$ cat src/blocking_byte_pipe_assert.svh
// ---------------------------------------------------------------------------
// Assertion macros for blocking_byte_pipe
// Clocked on clk; the reset-aware form is disabled while arst_n is low.
// ---------------------------------------------------------------------------
`ifndef BLOCKING_BYTE_PIPE_ASSERT_SVH
`define BLOCKING_BYTE_PIPE_ASSERT_SVH

`ifndef NO_ASSERTIONS
`define BBP_ASSERT(label, prop) \
	label: assert property (@(posedge clk) disable iff (!arst_n) prop) \
		else $error("blocking_byte_pipe assertion failed");
`define BBP_ASSERT_ALWAYS(label, prop) \
	label: assert property (@(posedge clk) prop) \
		else $error("blocking_byte_pipe assertion failed");
`else
`define BBP_ASSERT(label, prop)
`define BBP_ASSERT_ALWAYS(label, prop)
`endif

`endif

$ cat src/bbp_pkg.sv
// ---------------------------------------------------------------------------
// bbp_pkg
// Shared types and field widths of the blocking byte pipe.
// ---------------------------------------------------------------------------
package bbp_pkg;

	localparam int TASK_W  = 4;
	localparam int BYTE_W  = 8;
	localparam int FILL_W  = 9;
	localparam int TOTAL_W = 32;

	localparam int IN_DATA_W  = 16;
	localparam int OUT_DATA_W = 88;

	typedef enum logic [1:0] {
		ACT_WRITE = 2'd0,
		ACT_READ  = 2'd1,
		ACT_CLEAR = 2'd2,
		ACT_NONE  = 2'd3
	} action_t;

	typedef enum logic [2:0] {
		ST_WRITTEN = 3'd0,
		ST_READ    = 3'd1,
		ST_BLOCKED = 3'd2,
		ST_EMPTY   = 3'd3,
		ST_CLEARED = 3'd4
	} status_t;

	// Result in flight between the state update and the output register
	typedef struct packed {
		status_t              status;
		logic                 byte_rd;    // read_byte comes from the byte store
		logic                 woken_valid;
		logic                 woken_wr;   // released task is from the writer queue
		logic                 call_done;
		logic [FILL_W-1:0]    fill_count;
		logic [TOTAL_W-1:0]   blk_rd_total;
		logic [TOTAL_W-1:0]   blk_wr_total;
	} result_t;

endpackage

$ cat src/blocking_byte_pipe.sv
// ---------------------------------------------------------------------------
// blocking_byte_pipe
// Byte FIFO between tasks with queues of waiting readers and writers.
// ---------------------------------------------------------------------------
// One transaction is taken per clock unless stalled; its result passes the
// stage and output registers (the unused action gives none). Counts,
// indexes and blocked totals are registers updated in the accept cycle;
// the bytes and the waiting task ids sit in three RAMs with registered read
// data, read in the accept cycle and picked up when the output register
// loads. The input stalls only when a result is held in the stage register
// and the output register is also full and not being taken. Reset and the
// clear action empty the FIFO and both queues at once, with no clearing pass.
module blocking_byte_pipe import bbp_pkg::*; #(
	parameter int FIFO_DEPTH = 256,
	parameter int MAX_TASKS  = 16
) (
	input  logic                  clk,
	input  logic                  arst_n,
	input  logic                  s_tvalid,
	output logic                  s_tready,
	// [7:0] data_byte, [11:8] task_id, [12] may_block, [15:13] zero
	input  logic [IN_DATA_W-1:0]  s_tdata,
	// [1:0] action
	input  logic [1:0]            s_tuser,
	input  logic                  s_tlast,     // last_of_call
	output logic                  m_tvalid,
	input  logic                  m_tready,
	// [7:0] read_byte, [8] woken_valid, [12:9] woken_task, [21:13] fill_count,
	// [53:22] blocked_read_total, [85:54] blocked_write_total, [87:86] zero
	output logic [OUT_DATA_W-1:0] m_tdata,
	// [2:0] status
	output logic [2:0]            m_tuser,
	output logic                  m_tlast      // call_done
);

	`include "blocking_byte_pipe_assert.svh"

	localparam int AW  = $clog2(FIFO_DEPTH);
	localparam int CW  = $clog2(FIFO_DEPTH + 1);
	localparam int QW  = $clog2(MAX_TASKS);
	localparam int QCW = $clog2(MAX_TASKS + 1);

	// input fields
	action_t           in_action;
	logic [BYTE_W-1:0] in_byte;
	logic [TASK_W-1:0] in_task;
	logic              in_may_block;
	logic              s_acc;
	logic              out_free;

	assign in_action    = action_t'(s_tuser);
	assign in_byte      = s_tdata[7:0];
	assign in_task      = s_tdata[11:8];
	assign in_may_block = s_tdata[12];

	// architectural state
	logic [AW-1:0]      wr_idx_q, rd_idx_q;
	logic [CW-1:0]      cnt_q;
	logic [QW-1:0]      rq_head_q, wq_head_q;
	logic [QCW-1:0]     rq_cnt_q, wq_cnt_q;
	logic [TOTAL_W-1:0] blk_rd_q, blk_wr_q;

	logic [AW-1:0]      wr_idx_d, rd_idx_d;
	logic [CW-1:0]      cnt_d;
	logic [QW-1:0]      rq_head_d, wq_head_d;
	logic [QCW-1:0]     rq_cnt_d, wq_cnt_d;
	logic [TOTAL_W-1:0] blk_rd_d, blk_wr_d;

	// memory controls
	logic              fifo_we, fifo_re;
	logic              rq_we, rq_re, wq_we, wq_re;
	logic [QW-1:0]     rq_tail, wq_tail;
	logic [QCW:0]      rq_sum, wq_sum;
	logic [BYTE_W-1:0] fifo_rdata;
	logic [TASK_W-1:0] rq_rdata, wq_rdata;

	result_t res;
	result_t res_s1;
	logic    valid_s1;

	// slot behind the last queued id, wrapped at the queue depth
	assign rq_sum  = (QCW+1)'(rq_head_q) + (QCW+1)'(rq_cnt_q);
	assign wq_sum  = (QCW+1)'(wq_head_q) + (QCW+1)'(wq_cnt_q);
	assign rq_tail = (rq_sum >= (QCW+1)'(MAX_TASKS)) ?
		QW'(rq_sum - (QCW+1)'(MAX_TASKS)) : QW'(rq_sum);
	assign wq_tail = (wq_sum >= (QCW+1)'(MAX_TASKS)) ?
		QW'(wq_sum - (QCW+1)'(MAX_TASKS)) : QW'(wq_sum);

	assign out_free = !m_tvalid || m_tready;
	assign s_tready = !valid_s1 || out_free;
	assign s_acc    = s_tvalid && s_tready;

	always_comb begin
		wr_idx_d  = wr_idx_q;
		rd_idx_d  = rd_idx_q;
		cnt_d     = cnt_q;
		rq_head_d = rq_head_q;
		wq_head_d = wq_head_q;
		rq_cnt_d  = rq_cnt_q;
		wq_cnt_d  = wq_cnt_q;
		blk_rd_d  = blk_rd_q;
		blk_wr_d  = blk_wr_q;
		fifo_we   = 1'b0;
		fifo_re   = 1'b0;
		rq_we     = 1'b0;
		rq_re     = 1'b0;
		wq_we     = 1'b0;
		wq_re     = 1'b0;
		res             = '0;
		res.status      = ST_WRITTEN;

		case (in_action)
			ACT_WRITE: begin
				if (cnt_q < CW'(FIFO_DEPTH)) begin
					fifo_we  = 1'b1;
					wr_idx_d = (wr_idx_q == AW'(FIFO_DEPTH - 1)) ? '0 : wr_idx_q + 1'b1;
					cnt_d    = cnt_q + 1'b1;
					if (rq_cnt_q != '0) begin
						rq_re     = 1'b1;
						rq_head_d = (rq_head_q == QW'(MAX_TASKS - 1)) ? '0 : rq_head_q + 1'b1;
						rq_cnt_d  = rq_cnt_q - 1'b1;
						res.woken_valid = 1'b1;
					end
					res.status    = ST_WRITTEN;
					res.call_done = s_tlast;
				end else begin
					blk_wr_d = blk_wr_q + 1'b1;
					if (wq_cnt_q < QCW'(MAX_TASKS)) begin
						wq_we    = 1'b1;
						wq_cnt_d = wq_cnt_q + 1'b1;
					end
					res.status = ST_BLOCKED;
				end
			end
			ACT_READ: begin
				if (cnt_q != '0) begin
					fifo_re  = 1'b1;
					rd_idx_d = (rd_idx_q == AW'(FIFO_DEPTH - 1)) ? '0 : rd_idx_q + 1'b1;
					cnt_d    = cnt_q - 1'b1;
					if (wq_cnt_q != '0) begin
						wq_re     = 1'b1;
						wq_head_d = (wq_head_q == QW'(MAX_TASKS - 1)) ? '0 : wq_head_q + 1'b1;
						wq_cnt_d  = wq_cnt_q - 1'b1;
						res.woken_valid = 1'b1;
						res.woken_wr    = 1'b1;
					end
					res.status    = ST_READ;
					res.byte_rd   = 1'b1;
					res.call_done = s_tlast;
				end else if (in_may_block) begin
					blk_rd_d = blk_rd_q + 1'b1;
					if (rq_cnt_q < QCW'(MAX_TASKS)) begin
						rq_we    = 1'b1;
						rq_cnt_d = rq_cnt_q + 1'b1;
					end
					res.status = ST_BLOCKED;
				end else begin
					res.status    = ST_EMPTY;
					res.call_done = 1'b1;
				end
			end
			ACT_CLEAR: begin
				wr_idx_d  = '0;
				rd_idx_d  = '0;
				cnt_d     = '0;
				rq_head_d = '0;
				wq_head_d = '0;
				rq_cnt_d  = '0;
				wq_cnt_d  = '0;
				blk_rd_d  = '0;
				blk_wr_d  = '0;
				res.status    = ST_CLEARED;
				res.call_done = 1'b1;
			end
			default: begin
			end
		endcase

		res.fill_count   = FILL_W'(cnt_d);
		res.blk_rd_total = blk_rd_d;
		res.blk_wr_total = blk_wr_d;
	end

	bbp_ram #(.WIDTH(BYTE_W), .DEPTH(FIFO_DEPTH)) u_byte_ram (
		.clk   (clk),
		.we    (s_acc && fifo_we),
		.waddr (wr_idx_q),
		.wdata (in_byte),
		.re    (s_acc && fifo_re),
		.raddr (rd_idx_q),
		.rdata (fifo_rdata)
	);

	bbp_ram #(.WIDTH(TASK_W), .DEPTH(MAX_TASKS)) u_reader_ram (
		.clk   (clk),
		.we    (s_acc && rq_we),
		.waddr (rq_tail),
		.wdata (in_task),
		.re    (s_acc && rq_re),
		.raddr (rq_head_q),
		.rdata (rq_rdata)
	);

	bbp_ram #(.WIDTH(TASK_W), .DEPTH(MAX_TASKS)) u_writer_ram (
		.clk   (clk),
		.we    (s_acc && wq_we),
		.waddr (wq_tail),
		.wdata (in_task),
		.re    (s_acc && wq_re),
		.raddr (wq_head_q),
		.rdata (wq_rdata)
	);

	always_ff @(posedge clk or negedge arst_n) begin
		if (!arst_n) begin
			wr_idx_q  <= '0;
			rd_idx_q  <= '0;
			cnt_q     <= '0;
			rq_head_q <= '0;
			wq_head_q <= '0;
			rq_cnt_q  <= '0;
			wq_cnt_q  <= '0;
			blk_rd_q  <= '0;
			blk_wr_q  <= '0;
		end else if (s_acc) begin
			wr_idx_q  <= wr_idx_d;
			rd_idx_q  <= rd_idx_d;
			cnt_q     <= cnt_d;
			rq_head_q <= rq_head_d;
			wq_head_q <= wq_head_d;
			rq_cnt_q  <= rq_cnt_d;
			wq_cnt_q  <= wq_cnt_d;
			blk_rd_q  <= blk_rd_d;
			blk_wr_q  <= blk_wr_d;
		end
	end

	// stage 1 waits for the RAM read data; RAM outputs hold while it stalls
	always_ff @(posedge clk or negedge arst_n) begin
		if (!arst_n) begin
			valid_s1 <= 1'b0;
		end else if (s_acc) begin
			valid_s1 <= (in_action != ACT_NONE);
		end else if (out_free) begin
			valid_s1 <= 1'b0;
		end
	end

	always_ff @(posedge clk) begin
		if (s_acc) begin
			res_s1 <= res;
		end
	end

	// output register
	logic [BYTE_W-1:0] out_byte;
	logic [TASK_W-1:0] out_task;

	assign out_byte = res_s1.byte_rd ? fifo_rdata : '0;
	assign out_task = !res_s1.woken_valid ? '0 : (res_s1.woken_wr ? wq_rdata : rq_rdata);

	always_ff @(posedge clk or negedge arst_n) begin
		if (!arst_n) begin
			m_tvalid <= 1'b0;
		end else if (out_free) begin
			m_tvalid <= valid_s1;
		end
	end

	always_ff @(posedge clk) begin
		if (out_free && valid_s1) begin
			m_tdata <= {2'b00, res_s1.blk_wr_total, res_s1.blk_rd_total,
				res_s1.fill_count, out_task, res_s1.woken_valid, out_byte};
			m_tuser <= res_s1.status;
			m_tlast <= res_s1.call_done;
		end
	end

	// a waiting reader means the FIFO went empty, a waiting writer that it was full
	`BBP_ASSERT(a_one_queue_waits, !(rq_cnt_q != '0 && wq_cnt_q != '0))
	`BBP_ASSERT(a_fill_bound, cnt_q <= CW'(FIFO_DEPTH))
	`BBP_ASSERT(a_full_write_counts,
		(s_acc && in_action == ACT_WRITE && cnt_q == CW'(FIFO_DEPTH))
		|=> (blk_wr_q == $past(blk_wr_q) + 1'b1))
	`BBP_ASSERT(a_stage_stall, (valid_s1 && m_tvalid && !m_tready) |-> !s_tready)
	`BBP_ASSERT_ALWAYS(a_reset_empty, !arst_n |=> (cnt_q == '0 || arst_n))

endmodule

$ cat src/bbp_ram.sv
// ---------------------------------------------------------------------------
// bbp_ram
// Generic single-write, single-read RAM with registered read data.
// ---------------------------------------------------------------------------
module bbp_ram #(
	parameter int WIDTH = 8,
	parameter int DEPTH = 256
) (
	input  logic                     clk,
	input  logic                     we,
	input  logic [$clog2(DEPTH)-1:0] waddr,
	input  logic [WIDTH-1:0]         wdata,
	input  logic                     re,
	input  logic [$clog2(DEPTH)-1:0] raddr,
	output logic [WIDTH-1:0]         rdata
);

	logic [WIDTH-1:0] mem [DEPTH];

	always_ff @(posedge clk) begin
		if (we) begin
			mem[waddr] <= wdata;
		end
		if (re) begin
			rdata <= mem[raddr];
		end
	end

endmodule

$ cat config.mk
export PLATFORM = sky130hd
export DESIGN_NAME = blocking_byte_pipe
export DESIGN_NICKNAME = d
export VERILOG_FILES = /design/src/bbp_pkg.sv /design/src/blocking_byte_pipe.sv /design/src/bbp_ram.sv
export VERILOG_INCLUDE_DIRS = /design/src /design/src/src
export SDC_FILE = /design/constraint.sdc
export NUM_CORES = 2
export LEC_CHECK = 0
export BUFFER_PORTS_ARGS = -buffer_cell sky130_fd_sc_hd__buf_2
export CAP_MARGIN = 20
export CORE_ASPECT_RATIO = 1.25
export CORE_UTILIZATION = 57
export CTS_CLUSTER_SIZE = 10
export DETAILED_ROUTE_END_ITERATION = 16
export PLACE_DENSITY_LB_ADDON = 0.25
export SLEW_MARGIN = 15
export SYNTH_ARGS = -nofsm -noshare
export SYNTH_HDL_FRONTEND = slang
export SYNTH_SLANG_ARGS = --single-unit
$ cat constraint.sdc
create_clock -name clk -period 3.98 [get_ports clk]
set_input_delay 0.796 -clock clk [delete_from_list [all_inputs] [get_ports clk]]
set_output_delay 0.796 -clock clk [all_outputs]
set_load 0.02 [all_outputs]
Word-level counts from Yosys, hierarchy flattened
Memories as Yosys holds them, arrays and structs flattened. A register that Yosys moved wholly into a read port is not among the register bits.
Cells that the tools add are included.
{"block": "totals", "register_bits": 279, "mem_bits_rw": 2176, "out_inout_bits": 94, "wordCells": 163, "mem_count": 3}
{"name": "u_byte_ram.mem", "depth": 256, "word_bits": 8, "rd": 1, "rd_ports_with_merged_regs": 1, "write_ports": 1, "line": "bbp_ram.sv:18", "text": "logic [WIDTH-1:0] mem [DEPTH];"}
{"name": "u_reader_ram.mem", "depth": 16, "word_bits": 4, "rd": 1, "rd_ports_with_merged_regs": 1, "write_ports": 1, "line": "bbp_ram.sv:18"}
{"name": "u_writer_ram.mem", "depth": 16, "word_bits": 4, "rd": 1, "rd_ports_with_merged_regs": 1, "write_ports": 1, "line": "bbp_ram.sv:18"}
{"block": "op_classes", "add_sub_neg": 16, "order_cmp": 5, "eq_ne": 16, "muxes": 72, "n_reduce_logical": 27}
{"op": "case mux 32 bit (2 select lines)", "n": 2}
{"op": "two-way mux 32 bit", "n": 3}
{"op": "adder 32 x 1 -> 32 bit, second input constant", "n": 2}
{"op": "two-way mux 5 bit", "n": 9}
{"op": "two-way mux 4 bit", "n": 9}
{"op": "two-way mux 8 bit", "n": 4}
{"op": "case mux 8 bit (2 select lines)", "n": 2}
{"op": "case mux 5 bit (3 select lines)", "n": 2}
{"op": "two-way mux 1 bit", "n": 29}
{"op": "case mux 9 bit (3 select lines)", "n": 1}
{"op": "inequality test 2 bit, second input constant", "n": 10}
{"op": "two-way mux 9 bit", "n": 2}
{"op": "adder 8 x 1 -> 8 bit, second input constant", "n": 2}
{"op": "equality test 8 bit, second input constant", "n": 2}
{"op": "case mux 4 bit (2 select lines)", "n": 2}
{"op": "adder 4 x 5 -> 6 bit", "n": 2}
{"op": "greater-or-equal comparator 6 x 5 -> 1 bit, second input constant", "n": 2}
{"op": "adder 5 x 1 -> 5 bit, second input constant", "n": 2}
{"op": "less-than comparator 5 bit, second input constant", "n": 2}
{"op": "nonzero test 5 bit", "n": 2}
{"op": "subtractor 5 x 1 -> 5 bit, second input constant", "n": 2}
{"op": "adder 9 x 1 -> 9 bit, second input constant", "n": 1}
{"op": "less-than comparator 9 bit, second input constant", "n": 1}
{"op": "case mux 3 bit (3 select lines)", "n": 1}
{"op": "22 further kinds", "n": 40}

Depth between registers and ports, before layout
{"block": "logic_depth", "depth_word": 8, "ltp_mapped": 12, "ltp_nobuf": 11}

Hierarchy
A second synthesis with hierarchy kept.
{"block": "hier_totals", "hier_cells": 5215, "area_unflattened_um2": 98475.7}
{"module": "bbp_ram at u_byte_ram", "n_inst": 1, "cells_each": 3733, "area_per_inst_um2": 79636.4}
{"module": "blocking_byte_pipe", "n_inst": 1, "cells_each": 1222, "area_per_inst_um2": 13426.6}
{"module": "bbp_ram at u_reader_ram ...", "n_inst": 2, "cells_each": 130, "area_per_inst_um2": 2706.3}

Least setup slack after synthesis
OpenSTA, ideal clock, no wires.
{"block": "synth_timing", "kind": "input port to flip-flop", "from": "in m_tready", "to": "reg res_s1[0] (netlist name), enable pin", "setup_time_ns": 0.475, "arrival_time_ns": 4.285, "path_slack_ns": -0.780, "path_stages": 6, "path_buffers": 3, "path_cell_list": "nand3b_1 -> nand2_1 -> clkinv_1 -> buf_1 -> clkbuf_1 -> clkbuf_1"}
{"block": "synth_via", "elab_chain_cells": 3}
{"element": "start, declared", "line": "blocking_byte_pipe.sv:27", "text": "input logic m_tready,"}
{"element": "logical OR 1 bit", "line": "blocking_byte_pipe.sv:89", "text": "assign out_free = !m_tvalid || m_tready;"}
{"element": "logical OR 1 bit", "line": "blocking_byte_pipe.sv:90", "text": "assign s_tready = !valid_s1 || out_free;"}
{"element": "logical AND 1 bit", "line": "blocking_byte_pipe.sv:91", "text": "assign s_acc = s_tvalid && s_tready;"}
{"element": "via s_acc", "line": "blocking_byte_pipe.sv:48", "text": "logic s_acc;"}
{"element": "end signal, assigned", "line": "blocking_byte_pipe.sv:251", "text": "res_s1 <= res;"}
{"element": "end, declared", "line": "blocking_byte_pipe.sv:78", "text": "result_t res_s1;"}
The timed path passes the listed nets, and every way through them passes these cells.
A chain may end at the register's enable or synchronous reset.

==> impl_metrics.tcl <==
set metrics [dict create \
    synth_compound_area_share_pct 4.17 \
    drive_gt1_share_pct 24.6 \
    num_io_pins 117 \
    critPathKind "flop to flop" \
    yosysWarnings 0 \
    setup_tns_ns 0 \
    die_h_um 464 \
    rows 169 \
    grt_antenna_before_repair 7 \
    crit_fanout 17 \
    dr.pass1.iters 7 \
    hold_viol 0 \
    clockRootBuffer "clkbuf_16" \
    endpoint "u_byte_ram.rdata[6]$_DFFE_PP_" \
    setup_viol 0 \
    cp_data_arrival_time_ns 4.53 \
    holdPathStages 3 \
    start_util_pct 57.4 \
    dp_cells 7753 \
    holdWs_ns 0.162 \
    ys_ff_latch 2471 \
    num_vias 53700 \
    final_cells 8135 \
    cp-start-kind "flop" \
    synth_fa_ha_area_share_pct 0.442 \
    grt_usage_pct 29.6 \
    utilization_pct 66.0 \
    irDropWorstVdd_uv 518 \
    maxSlewHeadroom_pct 17.4 \
    fmax_ghz 0.260 \
    chipWidth_um 372 \
    synth_edf_count 2362 \
    critPathLaunch "rd_idx_q[0]$_DFFE_PN0P_" \
    synth_ff_type "edfxtp_1" \
    vias_per_cell 6.61 \
    muxShareOfSynthArea_pct 13.5 \
    pre_cts_slack_ns 0.0655 \
    maxSlewViolCount 0 \
    status "completed" \
    post_cts_buffers 0 \
    numClockSinks 2471 \
    min_path_type "input pin to flop" \
    tightest_slew_ns 1.23 \
    maxCapViolations 0 \
    place_congestion 0.936 \
    routed_wl_mm 253 \
    timing.rr.end "u_byte_ram.rdata[6]$_DFFE_PP_" \
    grt_max_degree 141 \
    power-per-cell-area_nw_per_um2 605 \
    avgSynthCellArea_um2 18.7 \
    drc 0 \
    synth-simple-area-share_pct 4.47 \
    post_dp_cell_area_um2 104000 \
    wl_per_cell_um 31.1 \
    yosys.area_share.xor_xnor_pct 0.449 \
    synth_cells 5208 \
    cp-end-kind "flop" \
    skew_ns 0.0625 \
    period_share_pct 96.7 \
    syn_to_final_growth_pct 15.0 \
    cts_buffers 297 \
    r2r_setup_slack_ns 0.13 \
    gr-total-overflow 0 \
    ys_types 75 \
    layout.nets 5886 \
    port_buffers 111 \
    power.total_mw 67.8 \
    setup_ws_ns 0.132 \
    grt_pass1_wl_mm 366 \
    fin_crit_ns 3.85 \
    rsz0062_at_grt "no" \
    hpwl_mm 162 \
    clockBufferDepth 4 \
    leakagePower_nw 36.9 \
    synth_top_family_by_area "multiplexers" \
    core_um2 170000 \
    ant_nets 0 \
    synthArstFlopShare_pct 4.41 \
    syn_area_um2 97400 \
    clk_latency_ns 0.93 \
    dieArea_um2 173000 \
    clk_pin_slew_worst_paths_ns 0.06 \
    synth-seq-area-share_pct 75.6 \
    cts_tree "built" \
    cts_max_level 5 \
    final_area_um2 112000 \
    drt_iter0_markers 7229 \
    r2r-start "rd_idx_q[0]$_DFFE_PN0P_" \
    r2r_cells 8 \
    grt_pass1_vias 53800 \
    required_ns 4.66 \
]
## power breakdown
part | switching [mW] | total (mW) | internal (mW)
combinational | 8.71 | 15.3 | 6.55
clock | 9.46 | 23.1 | 13.6
sequential | 0.510 | 29.4 | 28.9
## critical path: stages (launching register included)
cell and delay [ns]:
dfrtp_4 0.76, buf_12 0.24, buf_12 0.20, mux4_2 0.54, a221oi_1 0.37, o21ai_0 0.35
a211oi_1 0.71, a211oi_1 0.20, a21o_1 0.23
## how the worst min path moves through the flow
stage | end | slack [ns] | start
2_1_floorplan | m_tdata[13]$_DFFE_PP_ | 0.40 | res_s1[64]$_DFFE_PP_
3_3_place_gp | m_tdata[64]$_DFFE_PP_ | 0.40 | res_s1[10]$_DFFE_PP_
3_5_place_dp | m_tdata[43]$_DFFE_PP_ | 0.40 | res_s1[53]$_DFFE_PP_
4_1_cts | valid_s1$_DFFE_PN0P_ | 0.12 | s_tvalid
5_1_grt | valid_s1$_DFFE_PN0P_ | 0.15 | s_tvalid
6_report | valid_s1$_DFFE_PN0P_ | 0.16 | s_tvalid
## logic make-up after synthesis
family,Yosys count
and+or+nand+nor,990
muxes,723
other,1
buffers and inverters,329
DFF,2471
adders and majority gates,32
xor gates and xnor gates,50
AOI/OAI and AO/OA,612
## metal layers
metal  share of wire, %  GRT usage, %
met1                 36          38.2
met2                 49          47.7
met3                9.9          7.01
met4                5.1          13.9
met5             0.0051             0
## registers in the layout (all words and copies together), names as in the netlist
signal and flops:
cnt_q 9, u_byte_ram.mem 2048, wr_idx_q 8, u_writer_ram.mem 64, valid_s1 1, m_tlast 1, res_s1 80, blk_rd_q 32
m_tvalid 1, u_reader_ram.mem 64, blk_wr_q 32, u_byte_ram.rdata 8, rq_cnt_q 5, m_tdata 86, wq_head_q 4, u_writer_ram.rdata 4
u_reader_ram.rdata 4, rd_idx_q 8, m_tuser 3, wq_cnt_q 5, rq_head_q 4
## cells in the final DEF (no fill, tap or decap), drive strengths merged, types with 8 or more instances in the layout
master and count:
o2111ai 8, a221oi 43, mux4 468, nand2 312
edfxtp 2362, and2 26, a211oi 19, or4 10
mux2i 228, mux2 27, nor4 11, xor2 23
a21o 10, nor2b 29, nor2 405, nand3b 9
nand2b 17, o211ai 17, xnor2 27, dfrtp 109
ha 28, a21oi 114, and3 18, buf 608
nand4 11, o31ai 45, nor3 50, clkbuf 374
o21ai 137, o22ai 38, diode 9, a2111oi 9
or3 9, inv 35, a22oi 90, nand3 72
a22o 10, a31oi 22, o221ai 18
## what timing repair did
item	CTS	global route
resized for setup	0	1
hold buffers	1	0
endpoints found under the hold margin	1	0
endpoints found under the setup margin	0	1
## synth_stat cells, types with 14 or more instances
master	count	share of area, %
a211oi_1	19	0.15
a21oi_1	114	0.59
a221oi_1	43	0.39
a22oi_1	90	0.69
a31oi_1	22	0.14
and2_1	26	0.17
and3_1	18	0.12
buf_1	52	0.20
buf_2	66	0.34
clkbuf_1	168	0.65
dfrtp_1	109	2.8
edfxtp_1	2362	73
ha_1	28	0.36
inv_1	32	0.12
mux2_2	27	0.31
mux2i_1	228	2.3
mux4_2	468	11
nand2_1	312	1.2
nand2b_1	17	0.11
nand3_1	69	0.35
nor2_1	403	1.6
nor2b_1	29	0.19
nor3_1	49	0.25
o211ai_1	17	0.13
o21ai_0	123	0.63
o21ai_1	14	0.072
o221ai_1	18	0.16
o22ai_1	38	0.24
o31ai_1	43	0.33
xnor2_1	27	0.24
xor2_1	23	0.21
## area by class of cell
class	count	area, um^2
diodes	9	22.5
clock buffers	366	7840
clock inverters	5	61.3
fillers	11000	57800
inverters	35	139
multi-input cells	2409	22500
flip-flops and latches	2471	73700
well taps	2223	2780
repair buffers	617	5040
No activity file was read; power rests on OpenSTA's default activity.
